[config.mk]
export PLATFORM = sky130hd
export DESIGN_NAME = recent_list_move_to_front_top
export DESIGN_NICKNAME = d
export VERILOG_FILES = /design/src/rlmtf_pkg.sv /design/src/rlmtf_cell.sv /design/src/recent_list_move_to_front_top.sv
export SDC_FILE = /design/constraint.sdc
export NUM_CORES = 1
export LEC_CHECK = 0
export CORE_UTILIZATION = 63
export DETAILED_ROUTE_END_ITERATION = 10
export DONT_BUFFER_PORTS = 1
export PLACE_DENSITY = 0.87
export SYNTH_ARGS = -nofsm -noshare
export SYNTH_HDL_FRONTEND = slang
export SYNTH_SLANG_ARGS = --single-unit
export TNS_END_PERCENT = 10
[constraint.sdc]
create_clock -name clock -period 7.5 [get_ports clock]
set_input_delay 0 -clock clock [delete_from_list [all_inputs] [get_ports clock]]
set_output_delay 0 -clock clock [all_outputs]
set_load 0.005 [all_outputs]
[src/rlmtf_pkg.sv]
// Package for the move-to-front recent list: sizes, operation codes and
// the control struct broadcast to every list cell. No dependencies.
package rlmtf_pkg;

   localparam int CAPACITY     = 7;
   localparam int ID_BITS      = 16;
   localparam int PAYLOAD_BITS = 32;
   localparam int POS_BITS     = 3;
   localparam int OCC_BITS     = 3;
   localparam int CNT_BITS     = $clog2(CAPACITY + 1);

   typedef enum logic [0:0] {
      OP_PUSH = 1'b0,
      OP_READ = 1'b1
   } op_type;

   typedef struct packed {
      logic               push;
      logic [ID_BITS-1:0] id;
   } cell_ctl_type;

endpackage

[src/rlmtf_cell.sv]
// One position of the recent list: holds an id and payload, compares the
// id against a push and takes its neighbour's entry on a shift.
// Depends on rlmtf_pkg.
module rlmtf_cell (
   input  logic                                 clock,
   input  rlmtf_pkg::cell_ctl_type              ctl,
   input  logic                                 live,
   input  logic [rlmtf_pkg::ID_BITS-1:0]        prev_id,
   input  logic [rlmtf_pkg::PAYLOAD_BITS-1:0]   prev_payload,
   input  logic                                 found_in,
   output logic                                 found_out,
   output logic [rlmtf_pkg::ID_BITS-1:0]        id,
   output logic [rlmtf_pkg::PAYLOAD_BITS-1:0]   payload
);
   import rlmtf_pkg::*;

   logic [ID_BITS-1:0]      id_ff;
   logic [PAYLOAD_BITS-1:0] payload_ff;
   logic                    shift;
   logic                    match;

   // every cell up to and including the first hit moves back by one
   assign shift     = ctl.push && !found_in;
   assign match     = live && (id_ff == ctl.id);
   assign found_out = found_in | match;

   always_ff @(posedge clock) begin
      if (shift) begin
         id_ff      <= prev_id;
         payload_ff <= prev_payload;
      end
   end

   assign id      = id_ff;
   assign payload = payload_ff;

endmodule

[src/recent_list_move_to_front_top.sv]
// Top level of the move-to-front recent list: request decode, fill count,
// result register and the row of rlmtf_cell instances.
// Depends on rlmtf_pkg and rlmtf_cell.
//
//  channel   ports                                  handshake
//  request   req_operation/entry_id/payload/position start, accepted when busy low
//  response  rsp_hit ... rsp_read_payload           rsp_valid strobe, one cycle
//
// For each request the id is compared in every cell at once, the
// first-hit search ripples down the cell row, and the shift lands at the edge
// that accepts the request. The response is shown in the following cycle.
// busy stays low, so a request may be given in every cycle.
// Synchronous reset empties the list; the receiver cannot stall responses.
module recent_list_move_to_front_top (
   input  logic                                 clock,
   input  logic                                 reset,
   input  logic                                 start,
   output logic                                 busy,
   input  rlmtf_pkg::op_type                    req_operation,
   input  logic [rlmtf_pkg::ID_BITS-1:0]        req_entry_id,
   input  logic [rlmtf_pkg::PAYLOAD_BITS-1:0]   req_entry_payload,
   input  logic [rlmtf_pkg::POS_BITS-1:0]       req_read_position,
   output logic                                 rsp_valid,
   output logic                                 rsp_hit,
   output logic [rlmtf_pkg::POS_BITS-1:0]       rsp_hit_position,
   output logic                                 rsp_evicted,
   output logic [rlmtf_pkg::ID_BITS-1:0]        rsp_evicted_id,
   output logic [rlmtf_pkg::PAYLOAD_BITS-1:0]   rsp_evicted_payload,
   output logic [rlmtf_pkg::OCC_BITS-1:0]       rsp_occupancy,
   output logic                                 rsp_read_valid,
   output logic [rlmtf_pkg::ID_BITS-1:0]        rsp_read_id,
   output logic [rlmtf_pkg::PAYLOAD_BITS-1:0]   rsp_read_payload
);
   import rlmtf_pkg::*;

   logic                    accept;
   logic                    push;
   logic                    rd;
   cell_ctl_type            ctl;
   logic [CNT_BITS-1:0]     fill_ff, fill_in;
   logic                    full;
   logic                    found_any;
   logic [CAPACITY-1:0]     live;
   logic [CAPACITY:0]       found_chain;
   logic [ID_BITS-1:0]      cell_id [CAPACITY+1];
   logic [PAYLOAD_BITS-1:0] cell_pl [CAPACITY+1];

   logic [POS_BITS-1:0]     hit_pos;
   logic                    rd_ok;
   logic [ID_BITS-1:0]      rd_id;
   logic [PAYLOAD_BITS-1:0] rd_pl;

   logic                    rsp_valid_ff;
   logic                    hit_ff, evicted_ff, read_valid_ff;
   logic [POS_BITS-1:0]     hit_pos_ff;
   logic [ID_BITS-1:0]      ev_id_ff, rd_id_ff;
   logic [PAYLOAD_BITS-1:0] ev_pl_ff, rd_pl_ff;
   logic [OCC_BITS-1:0]     occ_ff;

   assign busy   = 1'b0;
   assign accept = start && !busy;
   assign push   = accept && (req_operation == OP_PUSH);
   assign rd     = accept && (req_operation == OP_READ);

   assign ctl.push = push;
   assign ctl.id   = req_entry_id;

   // cell 0 takes the pushed entry
   assign cell_id[0]     = req_entry_id;
   assign cell_pl[0]     = req_entry_payload;
   assign found_chain[0] = 1'b0;

   for (genvar k = 0; k < CAPACITY; k++) begin : g_cell
      assign live[k] = (CNT_BITS'(k) < fill_ff);
      rlmtf_cell u_cell (
         .clock        (clock),
         .ctl          (ctl),
         .live         (live[k]),
         .prev_id      (cell_id[k]),
         .prev_payload (cell_pl[k]),
         .found_in     (found_chain[k]),
         .found_out    (found_chain[k+1]),
         .id           (cell_id[k+1]),
         .payload      (cell_pl[k+1])
      );
   end

   assign found_any = found_chain[CAPACITY];
   assign full      = (fill_ff == CNT_BITS'(CAPACITY));

   always_comb begin
      fill_in = fill_ff;
      if (push && !found_any && !full) begin
         fill_in = fill_ff + CNT_BITS'(1);
      end
   end

   // encode the first hit and select the read entry
   always_comb begin
      hit_pos = '0;
      rd_id   = '0;
      rd_pl   = '0;
      for (int k = 0; k < CAPACITY; k++) begin
         if (found_chain[k+1] && !found_chain[k]) begin
            hit_pos = hit_pos | POS_BITS'(k);
         end
         if (req_read_position == POS_BITS'(k)) begin
            rd_id = cell_id[k+1];
            rd_pl = cell_pl[k+1];
         end
      end
   end

   assign rd_ok = (CNT_BITS + POS_BITS)'(req_read_position)
                  < (CNT_BITS + POS_BITS)'(fill_ff);

   always_ff @(posedge clock) begin
      if (reset) begin
         fill_ff      <= '0;
         rsp_valid_ff <= 1'b0;
      end else begin
         fill_ff      <= fill_in;
         rsp_valid_ff <= accept;
      end
   end

   always_ff @(posedge clock) begin
      if (accept) begin
         hit_ff        <= push && found_any;
         hit_pos_ff    <= (push && found_any) ? hit_pos : '0;
         evicted_ff    <= push && !found_any && full;
         ev_id_ff      <= (push && !found_any && full) ? cell_id[CAPACITY] : '0;
         ev_pl_ff      <= (push && !found_any && full) ? cell_pl[CAPACITY] : '0;
         occ_ff        <= OCC_BITS'(fill_in);
         read_valid_ff <= rd && rd_ok;
         rd_id_ff      <= (rd && rd_ok) ? rd_id : '0;
         rd_pl_ff      <= (rd && rd_ok) ? rd_pl : '0;
      end
   end

   assign rsp_valid           = rsp_valid_ff;
   assign rsp_hit             = hit_ff;
   assign rsp_hit_position    = hit_pos_ff;
   assign rsp_evicted         = evicted_ff;
   assign rsp_evicted_id      = ev_id_ff;
   assign rsp_evicted_payload = ev_pl_ff;
   assign rsp_occupancy       = occ_ff;
   assign rsp_read_valid      = read_valid_ff;
   assign rsp_read_id         = rd_id_ff;
   assign rsp_read_payload    = rd_pl_ff;

   a_rsp_follows_req : assert property (@(posedge clock) disable iff (reset)
      (start && !busy) |=> rsp_valid)
      else $error("request accepted without a response");

   a_hit_evict_excl : assert property (@(posedge clock) disable iff (reset)
      rsp_valid |-> !(rsp_hit && rsp_evicted))
      else $error("hit and eviction in one response");

   a_fill_bound : assert property (@(posedge clock) disable iff (reset)
      fill_ff <= CNT_BITS'(CAPACITY))
      else $error("fill count beyond capacity");

   a_fill_monotonic : assert property (@(posedge clock) disable iff (reset)
      !$past(reset) |-> fill_ff >= $past(fill_ff))
      else $error("fill count dropped without reset");

endmodule
### After elaboration in Yosys (flattened, before gate mapping)

Index checks and enable logic that the tools add are counted.

| storage, ports and cells | value |
|---|---|
| bits of input ports | 55 |
| bits in registers | 445 |

| operators by class | value |
|---|---|
| bitwise gates (word level) | 7 |
| muxes and demuxes | 21 |
| reduce and logical (&&, ||, !) cells | 35 |
| equality and inequality tests | 14 |
| order comparisons | 8 |
| add/sub/neg operators | 1 |

Operators with widths:

| cell | count |
|---|---|
| $mux 32 | 7 |
| $eq 16x16->1 | 7 |
| $mux 16 | 7 |
| $logic_and 1x1->1 | 26 |
| $eq 3x3->1 const B | 4 |
| $mux 3 | 4 |
| $lt 3x3->1 const A | 3 |
| $logic_not 1->1 | 8 |
| $eq 3x2->1 const B | 2 |
| $lt 1x3->1 const A | 2 |
| $lt 2x3->1 const A | 2 |
| $or 1x1->1 | 6 |
| $mux 2 | 2 |
| $add 3x1->3 const B | 1 |
| $eq 3x1->1 const B | 1 |
| $logic_not 3->1 | 1 |
| $lt 3x3->1 | 1 |
| $mux 1 | 1 |
| $not 1->1 | 1 |

### Depth between registers and ports, before layout

| logic depth | value |
|---|---|
| word-level depth | 12 |
| gate-level depth with buffers | 10 |
| gate-level depth less buffers | 8 |

### By module

A second synthesis with hierarchy kept.

| unflattened totals | value |
|---|---|
| cell total of the unflattened synthesis | 1,085 |
| area, all modules | 18,087.3 µm² |

By module, submodules not included:

| module | sequential area each (µm²) | cells an instance | area each (µm²) | times used |
|---|---|---|---|---|
| rlmtf_cell | 1,441.4 | 71 | 1,626.6 | 7 |
| recent_list_move_to_front_top | 3,233.1 | 588 | 6,701.4 | 1 |

### Least setup slack after synthesis

No wires, ideal clock.

| path | value |
|---|---|
| path type | reg-to-reg |
| from | register g_cell[0].u_cell.id_ff[9] |
| to | register g_cell[6].u_cell.id_ff[0], enable pin |
| cell stages (with the launch flop) | 7 |
| setup slack | 845 ps |
| arrival time | 6,142 ps |
| data required time | 6,987 ps |
| cells stage by stage | edfxtp_1 -> xnor2_1 -> nand4_1 -> nor3_1 -> a31oi_2 -> nand3_2 -> nor3_1 |

| between the ends | value |
|---|---|
| cells in the longest elaborated chain, start to end | 9 |

Ends and longest elaborated chain:

| element | line | text |
|---|---|---|
| start, declared | rlmtf_cell.sv:17 | `logic [ID_BITS-1:0] id_ff;` |
| start signal, assigned | rlmtf_cell.sv:29 | `id_ff <= prev_id;` |
| $eq 16x16->1 | rlmtf_cell.sv:24 | `assign match = live && (id_ff == ctl.id);` |
| $logic_and 1x1->1 | rlmtf_cell.sv:24 |  |
| $or 1x1->1 (5 in series) | rlmtf_cell.sv:25 | `assign found_out = found_in \| match;` |
| $logic_not 1->1 | rlmtf_cell.sv:23 | `assign shift = ctl.push && !found_in;` |
| $logic_and 1x1->1 | rlmtf_cell.sv:23 |  |
| net g_cell[6].u_cell.shift | rlmtf_cell.sv:19 | `logic shift;` |
| end signal, assigned | rlmtf_cell.sv:29 |  |
| end, declared | rlmtf_cell.sv:17 |  |

The timed path passes the listed nets, and every way through them passes these cells.
A chain may end at the register's enable or synchronous reset.

### Worst setup path in the final report

| path | value |
|---|---|
| from | register g_cell[0].u_cell.id_ff[10] |
| to | register g_cell[3].u_cell.id_ff[9], enable pin |

| between the ends | value |
|---|---|
| cells in the longest elaborated chain, start to end | 6 |

Ends and longest elaborated chain:

| element | line |
|---|---|
| $eq 16x16->1 | rlmtf_cell.sv:24 |
| $logic_and 1x1->1 | rlmtf_cell.sv:24 |
| $or 1x1->1 (2 in series) | rlmtf_cell.sv:25 |
| $logic_not 1->1 | rlmtf_cell.sv:23 |
| $logic_and 1x1->1 | rlmtf_cell.sv:23 |
| net g_cell[3].u_cell.shift | rlmtf_cell.sv:19 |
| end signal, assigned | rlmtf_cell.sv:29 |
| end, declared | rlmtf_cell.sv:17 |

The timed path passes the listed nets, and every way through them passes these cells.

==> qor.txt <==
========================================================================================
Routed WL                                                                       45200 µm
Die Height                                                                        172 µm
TritonCTS buffer count                                                                44
Data arrival time of the critical path                                           3720 ps
Synthesized netlist cell count                                                      1123
DP HPWL                                                                         25900 µm
Worst slew margin                                                                  0.190
WP buf/inv                                                                             2
WHS Endpoint                                                                rsp_read_payload[28]
Sum Neg Setup Slack                                                                 0 ps
Filler cells                                                                        1625
Final critical-path required period                                              3540 ps
Cell type contributing the most total cell area after synthesis                 edfxtp_1
WL/cell                                                                          28.6 µm
Remaining antenna violation count                                                      0
Logic depth of the worst register-to-register path                                     8
Area used by multi-input combinational logic                                 0.00452 mm²
Starting DRC count in detailed routing                                              1723
Run status                                                                  finished, violations left
Vias post-DR                                                                       10800
Largest net degree at the start of global routing                                    107
Maximum operating frequency                                                      283 MHz
Worst-skew pair later-pin latency                                                 560 ps
Most frequent standard cell in the layout excluding fill and tap cells          edfxtp_1
Synthesized net count                                                               1182
Endpoint of the most critical register-to-register path                     g_cell[3].u_cell.id[9]
Beginning of the critical path                                              g_cell[0].u_cell.id[10]
Number of maximum-capacitance violations                                               0
Slowest library cell on the worst path                                             buf_4
Routability congestion estimate from global placement                              0.937
Total clock sinks                                                                    445
Delay of the slowest critical-path stage                                          640 ps
Worst vdd ir                                                                      165 µV
Class of the worst hold path                                                   in -> reg
Hold path cells                                                                        3
Classification of the worst setup path                                        reg -> reg
Avg Cell Area, Syn                                                              16.2 µm²
Number of rows created at floorplan                                                   61
Die X-Extent                                                                      172 µm
Post-route clock skew                                                            18.8 ps
Number of vias per cell                                                             6.84
Post-layout worst setup margin                                                   3960 ps
Share of synthesized flip-flops with an asynchronous set or reset                      0
Layout overhead on the synthesized area                                            12.1%
Switching power share of the total                                                 0.222
Critical path's top delay family                                            buffers and inverters
Number of warnings printed during yosys synthesis                                      0
Buffers from clock root to sink, at most                                               3
Register bit count reported by yosys                                                 445
Measured slew at the worst slew-check pin                                        1210 ps
Net switching power figure                                                       1180 µW
Placeable core area                                                           0.0282 mm²
Leakage dissipation                                                           0.00715 µW
Hold Vio Cnt, Final                                                                    1
Wire length of the first global-routing pass                                    67300 µm
Critical path data required time                                                 7680 ps
Part of the Yosys area used for sequential elements                                0.731
Cells along the critical path                                               xnor2_1 -> nand4_1 -> nor2_1 -> a31oi_4 -> buf_4 -> nand2_1 -> a21oi_4 -> buf_4
Number of different library cells in the post-synthesis netlist                       52
Combinational share of power                                                       0.058
Portion of the clock cycle consumed by the worst path in the final layout          0.472
Clock transition at the registers of the reported paths                            60 ps
Clock power frac                                                                   0.393
Top_reg_cell synth                                                              edfxtp_1
Global route overflow                                                                  0
Final net count                                                                     1228
Most frequent cells in the layout                                           441 x edfxtp_1, 65 x xor2_1, 56 x nor2_1, 56 x dlygate4sd3_1, 49 x mux2i_1
Slew Limit Fails                                                                       0
TritonCTS clock tree                                                                done
Count of flip-flops with a built-in enable after synthesis                           441
Cell-internal power                                                              4120 µW
Synth top area cells                                                        edfxtp_1 73%, xor2_1 3.1%, mux2i_1 2.7%, xnor2_1 2.3%, o211a_1 2.0%
Buffers added on ports                                                                 0
Startpoint type of the worst setup path                                         register
Failing checks                                                               hold timing
Initial core utilization                                                           0.647
Share of cells above drive strength 1                                              0.102
Worst path most repeated cell                                                      buf_4
Pwr dens                                                                      259 mW/mm²
I/O pin count                                                                        162
Level count of the clock H-tree                                                        2
Area of the die                                                               0.0296 mm²
Via count of the first global-routing pass                                         10900
Total area of sequential cells                                                0.0133 mm²
Worst hold path startpoint                                                  req_read_position[1]
Remaining routing DRC violations                                                       0
Nature of the critical path endpoint                                            register
Share of the synthesized area in the top cell type                                 0.726
Clock tree root driver cell                                                    clkbuf_16
Critical R2R Launch                                                         g_cell[0].u_cell.id[10]
Setup slack on the worst flop-to-flop path                                       3960 ps
Number of antenna repair diodes                                                        0
Smallest hold slack                                                             -11.2 ps
Part of the total power dissipated in sequential elements                          0.549
Unrepaired setup endpoints after global routing                                       no
Setup-failing EPs final                                                                0
Worst slack at placement                                                         4060 ps
Highest net fanout along the worst path                                               50
Number of iterations in the first detailed-routing pass                                6
Global-route total usage across every layer                                        0.314
Critical path depth in cells                                                           8
Core Util, Final                                                                   0.726
Netlist Area Pre-Place                                                        0.0182 mm²
Antenna violations before repair                                                       1
========================================================================================
## area by class of cell
type	instances	share of cell area
clock buffers	60	0.0568
inverters	12	0.00220
well taps	378	0.0231
repair buffers	74	0.0366
multi-input cells	592	0.221
clock inverters	21	0.00820
flip-flops and latches	445	0.652
## tightest hold or removal path: stages
cell	delay [ps]
mux4_2	150
nand2_1	50
a21oi_1	170
## synthesized netlist by cell type, types with 7 or more instances
| cell | number |
|---|---|
| nor2_1 | 59 |
| inv_1 | 10 |
| nand3_1 | 7 |
| and2_4 | 10 |
| edfxtp_1 | 441 |
| nand4_1 | 13 |
| nand2b_1 | 7 |
| xnor2_1 | 48 |
| nand2_1 | 13 |
| o211a_1 | 36 |
| buf_6 | 10 |
| a22oi_1 | 44 |
| buf_4 | 9 |
| nor3_1 | 8 |
| nor4_1 | 12 |
| a21oi_1 | 44 |
| and2_1 | 38 |
| o21ai_0 | 43 |
| xor2_1 | 65 |
| clkbuf_1 | 44 |
| o221ai_1 | 36 |
| mux2i_1 | 49 |
## state kept, by name, summed over array words and instances, names as in the netlist
signal / count
fill_ff: 3
g_cell.u_cell.id: 112
g_cell.u_cell.payload: 224
rsp_evicted: 1
rsp_evicted_id: 16
rsp_evicted_payload: 32
rsp_hit: 1
rsp_hit_position: 3
rsp_occupancy: 3
rsp_read_id: 16
rsp_read_payload: 32
rsp_read_valid: 1
rsp_valid: 1
## power by group through the flow
stage / Sequential (µW) / Combinational [µW] / Clock [µW]
finish: 2910 / 305 / 2080
floorplan: 2930 / 203 / 0
global route: 2920 / 321 / 2180
detailed placement: 2960 / 241 / 0
CTS: 2910 / 298 / 2080
global placement: 2950 / 234 / 0
## per-layer routing
| metal | wire [µm] | track usage | up-vias |
|---|---|---|---|
| met4 | 1450 | 0.110 | 0 |
| met3 | 5910 | 0.0712 | 142 |
| li1 | - | - | 4461 |
| met2 | 21600 | 0.500 | 952 |
| met1 | 16200 | 0.430 | 5268 |
| met5 | 0 | 0 | - |
## kinds of logic after synthesis
kind of cell / share of synthesized area
other: 0.000206
AND/OR/NAND/NOR: 0.0570
buffers and inverters: 0.0240
flip-flops: 0.731
adder cells (fa/ha/maj): 0.00275
XOR/XNOR: 0.0543
multiplexers: 0.0380
AO/OA/AOI/OAI: 0.0931
## metrics by stage
stage          power [µW]  instance area, µm²  instances
2_1_floorplan        3140               18200       1123
3_3_place_gp         3190               18500       1442
3_5_place_dp         3200               18500       1442
4_1_cts              5290               20400       1582
5_1_grt              5420               20400       1582
6_report             5300               20400       1582
## what timing repair did
action | 4_1_cts | 5_1_grt
resized for setup | 0 | 0
setup buffers | 0 | 0
endpoints found under the hold margin | 205 | 0
hold buffers | 59 | 0
## worst max path at each step
stage                               to  slack, ps
5_1_grt         g_cell[3].u_cell.id[9]       3880
2_1_floorplan   g_cell[6].u_cell.id[0]        840
3_5_place_dp   g_cell[3].u_cell.id[11]       4060
4_1_cts         g_cell[3].u_cell.id[9]       4000
3_3_place_gp    g_cell[3].u_cell.id[6]       4190
6_report        g_cell[3].u_cell.id[9]       3960
(Power assumes the default switching activity.)
